<file path="src/rtl/lpbc_pkg.sv">
package lpbc_pkg;

    // Layer numbering: backgrounds 0..3, then sprite, then backdrop
    localparam int NUM_BG     = 4;
    localparam int NUM_LAYERS = NUM_BG + 1;
    localparam int LAYER_W    = 3;
    localparam int CHAN_W     = 5;
    localparam int NUM_CHAN   = 3;

    typedef logic [LAYER_W-1:0] t_layer;
    typedef logic [15:0]        t_pixel;
    typedef logic [14:0]        t_color;
    typedef logic [CHAN_W-1:0]  t_chan;
    typedef logic [4:0]         t_key;
    typedef logic [4:0]         t_weight;
    typedef logic [5:0]         t_mask;

    localparam t_layer LAYER_SPRITE   = 3'd4;
    localparam t_layer LAYER_BACKDROP = 3'd5;
    localparam t_key   KEY_NONE       = 5'd31;
    localparam t_key   KEY_STEP       = 5'd5;
    localparam t_chan  CHAN_MAX       = 5'd31;
    localparam t_weight WEIGHT_MAX    = 5'd16;
    localparam logic [7:0] ALPHA_OPAQUE = 8'hFF;

    // Configuration port
    localparam int CFG_ADDR_W = 3;
    localparam int CFG_DATA_W = 15;

    typedef enum logic [CFG_ADDR_W-1:0] {
        CFG_BLEND_MODE    = 3'd0,
        CFG_FIRST_MASK    = 3'd1,
        CFG_SECOND_MASK   = 3'd2,
        CFG_ALPHA_FIRST   = 3'd3,
        CFG_ALPHA_SECOND  = 3'd4,
        CFG_FADE_AMOUNT   = 3'd5,
        CFG_BG_PRIORITIES = 3'd6,
        CFG_BACKDROP      = 3'd7
    } t_cfg_addr;

    typedef enum logic [1:0] {
        MODE_NONE   = 2'd0,
        MODE_ALPHA  = 2'd1,
        MODE_BRIGHT = 2'd2,
        MODE_DARK   = 2'd3
    } t_mode;

    // Operation chosen by the front end for the back end
    typedef enum logic [1:0] {
        OP_PASS   = 2'd0,
        OP_ALPHA  = 2'd1,
        OP_BRIGHT = 2'd2,
        OP_DARK   = 2'd3
    } t_op;

    typedef struct packed {
        t_mode       blend_mode;
        t_mask       first_mask;
        t_mask       second_mask;
        t_weight     alpha_first;
        t_weight     alpha_second;
        t_weight     fade_amount;
        logic [7:0]  bg_priorities;
        t_color      backdrop_color;
    } t_cfg;

    typedef struct packed {
        t_op    op;
        t_color top_color;
        t_color second_color;
    } t_item;

    // Queue between front and back end (depth 2 or more)
    localparam int QUEUE_DEPTH = 2;
    localparam int QUEUE_AW    = $clog2(QUEUE_DEPTH);
    localparam int QUEUE_CW    = $clog2(QUEUE_DEPTH + 1);

    function automatic t_weight sat16(input t_weight w);
        return (w > WEIGHT_MAX) ? WEIGHT_MAX : w;
    endfunction

    function automatic logic [7:0] expand5(input t_chan c);
        return {c, c[4:2]};
    endfunction

endpackage

</file>
<file path="src/rtl/lpbc_if.sv">
interface lpbc_in_if;
    import lpbc_pkg::*;

    logic   valid;
    logic   ready;
    t_pixel bg0_pixel;
    t_pixel bg1_pixel;
    t_pixel bg2_pixel;
    t_pixel bg3_pixel;
    t_pixel sprite_pixel;
    logic [1:0] sprite_priority;
    logic   sprite_semi;

    modport source (
        output valid, bg0_pixel, bg1_pixel, bg2_pixel, bg3_pixel,
               sprite_pixel, sprite_priority, sprite_semi,
        input  ready
    );
    modport sink (
        input  valid, bg0_pixel, bg1_pixel, bg2_pixel, bg3_pixel,
               sprite_pixel, sprite_priority, sprite_semi,
        output ready
    );
endinterface

interface lpbc_out_if;
    import lpbc_pkg::*;

    logic        valid;
    logic        ready;
    t_color      final_color;
    logic [31:0] rgba_pixel;

    modport source (output valid, final_color, rgba_pixel, input ready);
    modport sink (input valid, final_color, rgba_pixel, output ready);
endinterface

interface lpbc_cfg_if;
    import lpbc_pkg::*;

    logic                  valid;
    logic                  ready;
    logic [CFG_ADDR_W-1:0] addr;
    logic [CFG_DATA_W-1:0] data;

    modport source (output valid, addr, data, input ready);
    modport sink (input valid, addr, data, output ready);
endinterface

</file>
<file path="src/rtl/layer_priority_blend_compositor.sv">
// Layer compositor: one pixel transaction in, one composited pixel out, at
// one pixel per clock sustained while the output is not stalled. The front
// end ranks the four backgrounds, the sprite and the backdrop and picks the
// effect in the accept cycle; a two-entry queue decouples it from the back
// end, which does the per channel blend, brighten or darken and loads the
// output register. A result passes through the queue entry and then the
// output register; input ready drops only once the queue is full behind a
// stalled output. Configuration writes are always accepted and should be
// issued while no pixel is in flight.
module layer_priority_blend_compositor (
    input  logic       i_clk,
    input  logic       i_rst_n,
    lpbc_in_if.sink    i_in,
    lpbc_cfg_if.sink   i_cfg,
    lpbc_out_if.source o_out
);
    import lpbc_pkg::*;

    t_cfg  r_cfg;
    t_item front_item, queue_head;
    logic  push, pop, queue_full, queue_empty;

    // Configuration registers
    assign i_cfg.ready = 1'b1;

    always_ff @(posedge i_clk) begin
        if (!i_rst_n) begin
            r_cfg <= '0;
        end else if (i_cfg.valid) begin
            unique case (t_cfg_addr'(i_cfg.addr))
                CFG_BLEND_MODE:    r_cfg.blend_mode     <= t_mode'(i_cfg.data[1:0]);
                CFG_FIRST_MASK:    r_cfg.first_mask     <= i_cfg.data[5:0];
                CFG_SECOND_MASK:   r_cfg.second_mask    <= i_cfg.data[5:0];
                CFG_ALPHA_FIRST:   r_cfg.alpha_first    <= i_cfg.data[4:0];
                CFG_ALPHA_SECOND:  r_cfg.alpha_second   <= i_cfg.data[4:0];
                CFG_FADE_AMOUNT:   r_cfg.fade_amount    <= i_cfg.data[4:0];
                CFG_BG_PRIORITIES: r_cfg.bg_priorities  <= i_cfg.data[7:0];
                CFG_BACKDROP:      r_cfg.backdrop_color <= i_cfg.data[14:0];
                default:           r_cfg <= r_cfg;
            endcase
        end
    end

    lpbc_front u_front (
        .i_in         (i_in),
        .i_cfg        (r_cfg),
        .i_queue_full (queue_full),
        .o_push       (push),
        .o_item       (front_item)
    );

    lpbc_queue u_queue (
        .i_clk   (i_clk),
        .i_rst_n (i_rst_n),
        .i_push  (push),
        .i_data  (front_item),
        .i_pop   (pop),
        .o_full  (queue_full),
        .o_empty (queue_empty),
        .o_head  (queue_head)
    );

    lpbc_back u_back (
        .i_clk         (i_clk),
        .i_rst_n       (i_rst_n),
        .i_cfg         (r_cfg),
        .i_item        (queue_head),
        .i_queue_empty (queue_empty),
        .o_pop         (pop),
        .o_out         (o_out)
    );

endmodule

</file>
<file path="src/rtl/lpbc_front.sv">
module lpbc_front (
    lpbc_in_if.sink         i_in,
    input  lpbc_pkg::t_cfg  i_cfg,
    input  logic            i_queue_full,
    output logic            o_push,
    output lpbc_pkg::t_item o_item
);
    import lpbc_pkg::*;

    t_pixel px   [NUM_LAYERS];
    t_key   lkey [NUM_LAYERS];
    logic   lsemi[NUM_LAYERS];

    t_key   k1, k2;
    t_layer id1, id2;
    t_color c1, c2;
    logic   semi1;
    logic   top_first, second_ok;

    // Accept a transaction whenever the queue has room
    assign i_in.ready = !i_queue_full;
    assign o_push     = i_in.valid && !i_queue_full;

    // Gather layers and their ranking keys
    always_comb begin
        px[0] = i_in.bg0_pixel;
        px[1] = i_in.bg1_pixel;
        px[2] = i_in.bg2_pixel;
        px[3] = i_in.bg3_pixel;
        px[NUM_BG] = i_in.sprite_pixel;
        for (int n = 0; n < NUM_BG; n++) begin
            lkey[n]  = t_key'(i_cfg.bg_priorities[2*n +: 2]) * KEY_STEP + t_key'(n + 1);
            lsemi[n] = 1'b0;
        end
        lkey[NUM_BG]  = t_key'(i_in.sprite_priority) * KEY_STEP;
        lsemi[NUM_BG] = i_in.sprite_semi;
    end

    // Keep the two lowest keys, earlier layer wins a tie
    always_comb begin
        k1    = KEY_NONE;
        k2    = KEY_NONE;
        id1   = LAYER_BACKDROP;
        id2   = LAYER_BACKDROP;
        c1    = i_cfg.backdrop_color;
        c2    = i_cfg.backdrop_color;
        semi1 = 1'b0;
        for (int i = 0; i < NUM_LAYERS; i++) begin
            if (!px[i][15]) begin
                if (lkey[i] < k1) begin
                    k2    = k1;
                    id2   = id1;
                    c2    = c1;
                    k1    = lkey[i];
                    id1   = t_layer'(i);
                    c1    = px[i][14:0];
                    semi1 = lsemi[i];
                end else if (lkey[i] < k2) begin
                    k2  = lkey[i];
                    id2 = t_layer'(i);
                    c2  = px[i][14:0];
                end
            end
        end
    end

    // Classify the effect for the back end
    assign top_first = i_cfg.first_mask[id1];
    assign second_ok = i_cfg.second_mask[id2];

    always_comb begin
        o_item.top_color    = c1;
        o_item.second_color = c2;
        o_item.op           = OP_PASS;
        if (!(semi1 && id1 == LAYER_SPRITE)) begin
            unique case (i_cfg.blend_mode)
                MODE_ALPHA:  if (top_first && second_ok) o_item.op = OP_ALPHA;
                MODE_BRIGHT: if (top_first) o_item.op = OP_BRIGHT;
                MODE_DARK:   if (top_first) o_item.op = OP_DARK;
                default:     o_item.op = OP_PASS;
            endcase
        end
    end

endmodule

</file>
<file path="src/rtl/lpbc_queue.sv">
module lpbc_queue (
    input  logic            i_clk,
    input  logic            i_rst_n,
    input  logic            i_push,
    input  lpbc_pkg::t_item i_data,
    input  logic            i_pop,
    output logic            o_full,
    output logic            o_empty,
    output lpbc_pkg::t_item o_head
);
    import lpbc_pkg::*;

    t_item               r_mem [QUEUE_DEPTH];
    logic [QUEUE_AW-1:0] r_wptr, r_rptr;
    logic [QUEUE_CW-1:0] r_count;
    logic [QUEUE_AW-1:0] n_wptr, n_rptr;
    logic [QUEUE_CW-1:0] n_count;

    localparam logic [QUEUE_AW-1:0] LAST = QUEUE_AW'(QUEUE_DEPTH - 1);

    assign o_full  = (r_count == QUEUE_CW'(QUEUE_DEPTH));
    assign o_empty = (r_count == '0);
    assign o_head  = r_mem[r_rptr];

    // Advance pointers and occupancy
    always_comb begin
        n_wptr  = r_wptr;
        n_rptr  = r_rptr;
        n_count = r_count;
        if (i_push) n_wptr = (r_wptr == LAST) ? '0 : r_wptr + 1'b1;
        if (i_pop)  n_rptr = (r_rptr == LAST) ? '0 : r_rptr + 1'b1;
        case ({i_push, i_pop})
            2'b10:   n_count = r_count + 1'b1;
            2'b01:   n_count = r_count - 1'b1;
            default: n_count = r_count;
        endcase
    end

    always_ff @(posedge i_clk) begin
        if (!i_rst_n) begin
            r_wptr  <= '0;
            r_rptr  <= '0;
            r_count <= '0;
        end else begin
            r_wptr  <= n_wptr;
            r_rptr  <= n_rptr;
            r_count <= n_count;
        end
    end

    // Store the pushed entry
    always_ff @(posedge i_clk) begin
        if (i_push) r_mem[r_wptr] <= i_data;
    end

endmodule

</file>
<file path="src/rtl/lpbc_back.sv">
module lpbc_back (
    input  logic            i_clk,
    input  logic            i_rst_n,
    input  lpbc_pkg::t_cfg  i_cfg,
    input  lpbc_pkg::t_item i_item,
    input  logic            i_queue_empty,
    output logic            o_pop,
    lpbc_out_if.source      o_out
);
    import lpbc_pkg::*;

    t_weight eva, evb, ey;
    t_chan   ca  [NUM_CHAN];
    t_chan   cb  [NUM_CHAN];
    t_chan   res [NUM_CHAN];
    logic [9:0] wsum [NUM_CHAN];
    logic [9:0] fprod[NUM_CHAN];
    logic [9:0] dprod[NUM_CHAN];

    logic        r_valid;
    t_color      r_color;
    logic [31:0] r_rgba;
    t_color      n_color;
    logic [31:0] n_rgba;

    assign eva = sat16(i_cfg.alpha_first);
    assign evb = sat16(i_cfg.alpha_second);
    assign ey  = sat16(i_cfg.fade_amount);

    // Per channel arithmetic for the selected effect
    always_comb begin
        for (int k = 0; k < NUM_CHAN; k++) begin
            ca[k]    = i_item.top_color[CHAN_W*k +: CHAN_W];
            cb[k]    = i_item.second_color[CHAN_W*k +: CHAN_W];
            wsum[k]  = 10'(ca[k]) * 10'(eva) + 10'(cb[k]) * 10'(evb);
            fprod[k] = 10'(CHAN_MAX - ca[k]) * 10'(ey);
            dprod[k] = 10'(ca[k]) * 10'(WEIGHT_MAX - ey);
            case (i_item.op)
                OP_ALPHA:  res[k] = (wsum[k][9:4] > 6'(CHAN_MAX)) ? CHAN_MAX
                                                                  : wsum[k][8:4];
                OP_BRIGHT: res[k] = ca[k] + fprod[k][8:4];
                OP_DARK:   res[k] = dprod[k][8:4];
                default:   res[k] = ca[k];
            endcase
        end
        n_color = {res[2], res[1], res[0]};
        n_rgba  = {ALPHA_OPAQUE, expand5(res[2]), expand5(res[1]), expand5(res[0])};
    end

    // Output register: take from the queue when empty or being drained
    assign o_pop = !i_queue_empty && (!r_valid || o_out.ready);

    always_ff @(posedge i_clk) begin
        if (!i_rst_n) begin
            r_valid <= 1'b0;
        end else if (o_pop) begin
            r_valid <= 1'b1;
        end else if (o_out.ready) begin
            r_valid <= 1'b0;
        end
    end

    always_ff @(posedge i_clk) begin
        if (o_pop) begin
            r_color <= n_color;
            r_rgba  <= n_rgba;
        end
    end

    assign o_out.valid       = r_valid;
    assign o_out.final_color = r_color;
    assign o_out.rgba_pixel  = r_rgba;

endmodule

</file>
<file path="src/flat_wrapper.sv">
// flat-port wrapper written by rule: the top's interface ports become plain ports
module layer_priority_blend_compositor_flat import lpbc_pkg::*;
  (i_clk, i_rst_n, i_in_valid, i_in_bg0_pixel, i_in_bg1_pixel, i_in_bg2_pixel, i_in_bg3_pixel, i_in_sprite_pixel, i_in_sprite_priority, i_in_sprite_semi, i_in_ready, i_cfg_valid, i_cfg_addr, i_cfg_data, i_cfg_ready, o_out_valid, o_out_final_color, o_out_rgba_pixel, o_out_ready);
  lpbc_in_if i_in_i ();
  lpbc_cfg_if i_cfg_i ();
  lpbc_out_if o_out_i ();
  input  logic i_clk;
  input  logic i_rst_n;
  input wire logic [$bits(i_in_i.valid)-1:0] i_in_valid;
  input wire logic [$bits(i_in_i.bg0_pixel)-1:0] i_in_bg0_pixel;
  input wire logic [$bits(i_in_i.bg1_pixel)-1:0] i_in_bg1_pixel;
  input wire logic [$bits(i_in_i.bg2_pixel)-1:0] i_in_bg2_pixel;
  input wire logic [$bits(i_in_i.bg3_pixel)-1:0] i_in_bg3_pixel;
  input wire logic [$bits(i_in_i.sprite_pixel)-1:0] i_in_sprite_pixel;
  input wire logic [$bits(i_in_i.sprite_priority)-1:0] i_in_sprite_priority;
  input wire logic [$bits(i_in_i.sprite_semi)-1:0] i_in_sprite_semi;
  output wire logic [$bits(i_in_i.ready)-1:0] i_in_ready;
  input wire logic [$bits(i_cfg_i.valid)-1:0] i_cfg_valid;
  input wire logic [$bits(i_cfg_i.addr)-1:0] i_cfg_addr;
  input wire logic [$bits(i_cfg_i.data)-1:0] i_cfg_data;
  output wire logic [$bits(i_cfg_i.ready)-1:0] i_cfg_ready;
  output wire logic [$bits(o_out_i.valid)-1:0] o_out_valid;
  output wire logic [$bits(o_out_i.final_color)-1:0] o_out_final_color;
  output wire logic [$bits(o_out_i.rgba_pixel)-1:0] o_out_rgba_pixel;
  input wire logic [$bits(o_out_i.ready)-1:0] o_out_ready;
  assign i_in_i.valid = i_in_valid;
  assign i_in_i.bg0_pixel = i_in_bg0_pixel;
  assign i_in_i.bg1_pixel = i_in_bg1_pixel;
  assign i_in_i.bg2_pixel = i_in_bg2_pixel;
  assign i_in_i.bg3_pixel = i_in_bg3_pixel;
  assign i_in_i.sprite_pixel = i_in_sprite_pixel;
  assign i_in_i.sprite_priority = i_in_sprite_priority;
  assign i_in_i.sprite_semi = i_in_sprite_semi;
  assign i_in_ready = i_in_i.ready;
  assign i_cfg_i.valid = i_cfg_valid;
  assign i_cfg_i.addr = i_cfg_addr;
  assign i_cfg_i.data = i_cfg_data;
  assign i_cfg_ready = i_cfg_i.ready;
  assign o_out_valid = o_out_i.valid;
  assign o_out_final_color = o_out_i.final_color;
  assign o_out_rgba_pixel = o_out_i.rgba_pixel;
  assign o_out_i.ready = o_out_ready;
  layer_priority_blend_compositor u_core (.i_clk(i_clk), .i_rst_n(i_rst_n), .i_in(i_in_i), .i_cfg(i_cfg_i), .o_out(o_out_i));
endmodule
</file>
<file path="config.mk">
export PLATFORM = sky130hd
export DESIGN_NAME = layer_priority_blend_compositor_flat
export DESIGN_NICKNAME = d
export VERILOG_FILES = /design/src/rtl/lpbc_pkg.sv /design/src/rtl/lpbc_if.sv /design/src/rtl/layer_priority_blend_compositor.sv /design/src/rtl/lpbc_front.sv /design/src/rtl/lpbc_queue.sv /design/src/rtl/lpbc_back.sv /design/src/flat_wrapper.sv
export SDC_FILE = /design/constraint.sdc
export NUM_CORES = 1
export LEC_CHECK = 0
export BUFFER_PORTS_ARGS = -buffer_cell sky130_fd_sc_hd__buf_2
export CAP_MARGIN = 20
export CORE_ASPECT_RATIO = 0.8
export CORE_MARGIN = 2
export CORE_UTILIZATION = 38
export CTS_CLUSTER_SIZE = 16
export DETAILED_ROUTE_END_ITERATION = 10
export PLACE_DENSITY_LB_ADDON = 0.08
export SLEW_MARGIN = 20
export SYNTH_ARGS = -nofsm -noshare
export SYNTH_HDL_FRONTEND = slang
export SYNTH_SLANG_ARGS = --single-unit
</file>
<file path="constraint.sdc">
create_clock -name i_clk -period 28.1 [get_ports i_clk]
set_input_delay 2.81 -clock i_clk [delete_from_list [all_inputs] [get_ports i_clk]]
set_output_delay 2.81 -clock i_clk [all_outputs]
set_load 0.01 [all_outputs]
</file>
**Yosys cells after proc, flatten, opt, wreduce, memory -nomap -nowiden**

Memory sizes are Yosys's and may differ from the RTL's. A register that Yosys moved wholly into a read port is not among the register bits.
Cells that the tools add are included.

- Flip-flop bits (word level): 96
- Output and inout port bits: 50
- Bits of input ports: 106
- Logic and storage cells: 194
- Bits in writable memories: 64
- Memories: 1

Memories:

| memory | depth | bits a word | read ports | clocked after Yosys merged registers in | write ports | line | source |
|---|---|---|---|---|---|---|---|
| u_core.u_queue.r_mem | 2 | 32 | 1 | 1 | 1 | lpbc_queue.sv:13 | `t_item r_mem [QUEUE_DEPTH];` |

- Reductions and logical operators: 20
- Equality and inequality tests: 17
- $mul: 17
- $add $sub $neg: 18
- Muxes and demuxes: 90
- Magnitude comparators: 17

Operators by type and width:

| operator | count |
|---|---|
| two-way mux 15 bit | 22 |
| two-way mux 5 bit | 23 |
| two-way mux 3 bit | 22 |
| multiplier 5 x 5 -> 10 bit | 6 |
| case mux 5 bit (3 select lines) | 3 |
| multiplier 6 x 6 -> 9 bit | 4 |
| less-than comparator 5 bit | 7 |
| adder 10 bit | 3 |
| multiplier 2 x 3 -> 5 bit, second input constant | 5 |
| subtractor 5 x 5 -> 6 bit, first input constant | 4 |
| multiplier 5 x 10 -> 9 bit | 2 |
| greater-than comparator 6 x 5 -> 1 bit, second input constant | 3 |
| AND reduction 2 bit | 8 |
| adder 5 bit | 3 |
| equality test 3 bit, second input constant | 5 |
| greater-than comparator 5 bit, second input constant | 3 |
| two-way mux 1 bit | 13 |
| equality test 2 bit, second input constant | 6 |
| adder 5 x 2 -> 5 bit, second input constant | 2 |
| less-than comparator 5 bit, second input constant | 2 |
| less-than comparator 3 x 4 -> 1 bit, second input constant | 2 |
| binary-select mux 1 bit (select 3 bit) | 2 |
| equality test 2 x 1 -> 1 bit, second input constant | 3 |
| equality test 3 x 2 -> 1 bit, second input constant | 2 |
| other kinds (15) | 24 |

**Logic depth before layout (Yosys ltp)**

- Depth after elaboration: 26
- Gate-level depth with buffers: 45
- Gate-level depth less buffers: 42

**Modules after synthesis**

Synthesis repeated with hierarchy kept, for this count alone.

- Cell total of the unflattened synthesis: 2094
- Area, all modules: 18894.4 um^2

Modules (own cells, without submodules):

| module | area each (um^2) | seq. area each (um^2) | cells each | times used |
|---|---|---|---|---|
| lpbc_back | 10457.5 | 470.5 | 1175 | 1 |
| lpbc_front | 3867.5 | 0.0 | 600 | 1 |
| lpbc_queue | 2524.9 | 2021.9 | 122 | 1 |
| layer_priority_blend_compositor | 2044.5 | 1041.0 | 197 | 1 |

**Worst setup path before layout**

Ideal clock, no wire load.

- Path kind: input-to-reg
- Start: input port i_in_bg0_pixel[15]
- End: memory u_core.u_queue.r_mem[0][30] in the netlist's numbering (data pin)
- Data required time: 27.926 ns
- Arrival: 11.153 ns
- Cell stages on the path: 41
- Library setup time: 0.174 ns
- Setup slack: 16.773 ns
- Buffers on the path: 10
- Cell sequence: buf_6 > nor2b_1 > ha_1 > a21boi_2 > o311ai_2 > buf_6 > nand2_1 > clkbuf_1 > a21oi_1 > inv_1 > ha_1 > a211o_1 > a21oi_1 > nand2_1 > o41ai_1 > buf_2 > clkbuf_1 > clkbuf_1 > [... 5 more ...] > or4_1 > o21ai_1 > buf_4 > clkbuf_1 > clkbuf_1 > nor2_1 > a21oi_1 > ha_1 > and3_1 > a21boi_0 > a311oi_1 > a21oi_1 > nand2_1 > clkinv_1 > a21oi_2 > o21ai_0 > and3_1 > o31ai_2

RTL lines:

| what | line | source |
|---|---|---|
| start, declared | flat_wrapper.sv:10 | `input wire logic [$bits(i_in_i.bg0_pixel)-1:0] i_in_bg0_pixel;` |
| end, declared | lpbc_queue.sv:13 |  |

==> reports/qor.log <==
[sta] highest clock rate 0.0778 GHz
[sta] unrepaired setup endpoints after global routing false
[critical_path] highest fanout seen on the critical path 53
[die] Top Ports 156
[cts] number of H-tree levels 4
[layout] fraction of layout instances using a drive strength above 1 13.0%
[placement] port bufs 146
[grt] wire length of the first global-routing pass 93300 µm
[detailed_routing] number of vias after detailed routing 15600
[sta] headroom to the max-slew limit 29.6%
[cts] TritonCTS buffer count 17
[logic_synthesis] Yosys top cell by area fa_1
[critical_path] WP data required 28.39 ns
[detailed_routing] Total Wirelength 59400 µm
[hold_path] Worst Hold End u_core.r_cfg[11]$_SDFFE_PN0P_
[detailed_routing] number of remaining DRC errors 0
[power_and_ir_drop] power consumption 1060 µW
[logic_synthesis] share of synthesized registers carrying an async set or reset 0%
[layout] fillcell total 4909
[sta] total of endpoints with negative setup slack in the final report 0
[critical_path] data arrival time at the worst-slack endpoint 13.14 ns
[cts] maximum number of buffers from clock root to sink 2
[logic_synthesis] Cell Area, Synth 18600 µm²
[logic_synthesis] sequential fraction of the synthesis area 19.0%
[logic_synthesis] number of storage elements in the synthesis netlist 137
[detailed_routing] first-pass iteration count of the detailed router 6
[critical_path] endpoint kind of the worst setup timing path flip-flop
[critical_path] CP peak stage delay 0.89 ns
[detailed_routing] Routed wire per std cell 20.4 µm
[power_and_ir_drop] highest ir drop seen on vdd 43.0 µV
[cts] clock tree sinks 137
[detailed_routing] per-cell via count in the routed design 5.36
[cts] buffer count from post-CTS setup fixing 0
[die] width of the die 252 µm
[logic_synthesis] number of cells produced by synthesis 2172
[cts] count of cells resized by post-cts repair 0
[placement] placed wire-length estimate after detailed placement 48800 µm
[critical_path] RR Startpoint u_core.r_cfg[15]$_SDFFE_PN0P_
[sta] setup TNS 0 ns
[critical_path] Critical Path Source Type primary input
[sta] endpoints failing hold 0
[run_status] status completed
[logic_synthesis] Syn. warnings 0
[grt] final global-route overflow total 0
[sta] Min Hold Slack 0.498 ns
[cts] clock tree from TritonCTS yes
[critical_path] type of the worst setup path in2reg
[die] placement row count 72
[grt] GRT Overall Usage 24.3%
[power_and_ir_drop] power density over the cells 51.7 nW/µm²
[cts] clock root buffer clkbuf_16
[die] starting density of the core 38.5%
[critical_path] terminus of the critical flop-to-flop path u_core.u_queue.r_mem[0][30]$_DFFE_PP_
[detailed_routing] number of nets still failing antenna checks after routing 0
[cts] latest clock arrival within the worst-skew pair 0.47 ns
[hold_path] hold path startpoint u_core.r_cfg[11]$_SDFFE_PN0P_
[power_and_ir_drop] P_leak 0.00954 µW
[critical_path] number of cells traversed by the worst register-to-register path 35
[hold_path] worst hold path class reg2reg
[hold_path] Hold Crit Depth 2
[critical_path] kind of cell with the highest combined delay on the critical path compound AO/OA/AOI/OAI gates
[layout] area grow syn2layout 10.1%
[die] standard cell core area 48400 µm²
[sta] slew at the pin closest to its max-slew limit 1.05 ns
[logic_synthesis] average instance area after synthesis 8.58 µm²
[critical_path] cell type of the slowest stage on the worst timing path o41ai_2
[logic_synthesis] fraction of synthesized cell area taken by the top area cell type 16.8%
[die] Die H 202 µm
[die] die footprint 50800 µm²
[logic_synthesis] Most used DFF post-synth edfxtp_1
[critical_path] Buf+Inv Stages, Crit Path 4
[logic_synthesis] number of synthesized flops with an enable pin 79
[cts] number of buffers added to fix hold violations after cts 0
[grt] vias in the first global route 15600
[logic_synthesis] dominant cells by area after synthesis fa_1 (17%), ha_1 (14%), edfxtp_1 (13%)
[critical_path] reg-to-reg setup timing slack 16.75 ns
[sta] crit share post-route 45.7%
[placement] weighted congestion at the end of routability-driven global placement 0.975
[grt] initial antenna violation count 1
[run] total of max-cap violations 0
[layout] Final Net Count 2740
[grt] largest net degree at the start of global routing 59
[detailed_routing] Starting DRT DRC Count 1100
[cts] clock-pin slew on the worst setup and hold paths 0.07 ns
[sta] final worst path period need 12.85 ns
[logic_synthesis] number of different library cells in the post-synthesis netlist 103
[sta] total count of max-transition violations in the final report 0
[sta] Worst Skew 0.0156 ns
[layout] Finished Core Util 42.4%
-- cells in the mapped netlist (34+ instances only) --
library cell    n
inv_1         268
nand2_1       262
nor2_1        217
ha_1          211
fa_1          156
mux2i_1        85
o21ai_0        84
a21oi_1        82
clkbuf_1       80
edfxtp_1       79
dfxtp_1        58
xnor2_1        57
nor2b_1        48
and2_1         44
buf_4          35
o22ai_1        34
-- worst max-delay path by stage --
stage | from | to | slack (ns) | depth (start not counted)
3_3_place_gp | i_in_bg0_pixel[15] | u_core.u_queue.r_mem[0][30]$_DFFE_PP_ | 15.38 | 34
2_1_floorplan | i_in_bg0_pixel[15] | u_core.u_queue.r_mem[0][30]$_DFFE_PP_ | 16.77 | 41
6_report | i_in_bg0_pixel[15] | u_core.u_queue.r_mem[0][30]$_DFFE_PP_ | 15.25 | 34
5_1_grt | i_in_bg0_pixel[15] | u_core.u_queue.r_mem[0][30]$_DFFE_PP_ | 14.41 | 34
3_5_place_dp | i_in_bg0_pixel[15] | u_core.u_queue.r_mem[0][30]$_DFFE_PP_ | 15.01 | 34
4_1_cts | i_in_bg0_pixel[15] | u_core.u_queue.r_mem[0][30]$_DFFE_PP_ | 15.51 | 34
-- placed cells by master (no fill, tap or decap), drive strengths merged, types with 25 or more instances in the layout --
cell type  netlist  routed
mux2i           85      85
nand2          263     263
edfxtp          79      79
nor2           219     219
fa             156     156
nor3            29      29
ha             211     211
a21boi          29      29
o22ai           34      34
nor2b           48      48
a21oi           84      84
inv            270     276
buf             51     185
o21ai           87      87
conb             2      25
dfxtp           58      58
and2            47      47
xnor2           57      57
nand2b          31      31
-- per-layer routing --
metal | up-vias | wire length, µm | track usage [%]
li1 | 7436 | - | -
met1 | 7714 | 30400 | 36.7
met2 | 412 | 24200 | 35.1
met3 | 38 | 4090 | 5.54
met4 | 0 | 683 | 4.91
met5 | - | 0 | 0
-- through the flow --
stage                     std cells  cell area [µm²]  setup slack, ns
after floorplan                2195            18700            16.77
after global placement         2875            19900            15.38
after detailed placement       2875            19900            15.01
after CTS                      2907            20500            15.51
after global routing           2910            20500            14.41
final                          2910            20500            15.25
-- power by group --
part	switching, µW	total [µW]	internal, µW
combinational	344	551	207
clock	109	232	123
sequential	15.8	276	261
-- state kept, by name, summed over array words and instances, names as in the netlist, named ones only --
signal	cells
u_core.u_queue.r_mem	64
u_core.u_back.o_out.final_color	14
u_core.u_back.o_out.valid	1
u_core.u_queue.r_count	2
u_core.u_queue.r_wptr	1
u_core.u_queue.r_rptr	1
u_core.r_cfg	52
u_core.u_back.o_out.rgba_pixel	1
-- cell type report --
class | instances | area, µm² | area share (%)
timing repair buffer | 186 | 1040 | 5.07
antenna | 1 | 2.50 | 0.0122
tap | 629 | 787 | 3.84
inverter | 277 | 1040 | 5.07
sequential | 137 | 3530 | 17.2
multi-input combinational | 1648 | 13500 | 65.8
clock inverter | 14 | 153 | 0.744
clock buffer | 18 | 450 | 2.20
-- logic make-up after synthesis --
group                      count (synthesis)  synth area share, %
DFF                                      137                 19.0
buffers and inverters                    410                 9.32
and+or+nand+nor                          680                 16.5
adders and majority gates                368                 31.0
AOI/OAI and AO/OA                        407                 15.4
muxes                                    102                 5.71
xor gates and xnor gates                  66                 3.10
other                                      2               0.0403
-- worst reg2reg max path, delay by kind of cell (launching register included) --
family / cells / cell delay, ns
AND/OR/NAND/NOR: 10 / 2.46
adder cells (fa/ha/maj): 5 / 1.57
AO/OA/AOI/OAI: 16 / 5.23
flip-flops: 1 / 0.52
buffers and inverters: 4 / 1.40
No activity file was read; power rests on OpenSTA's default activity.
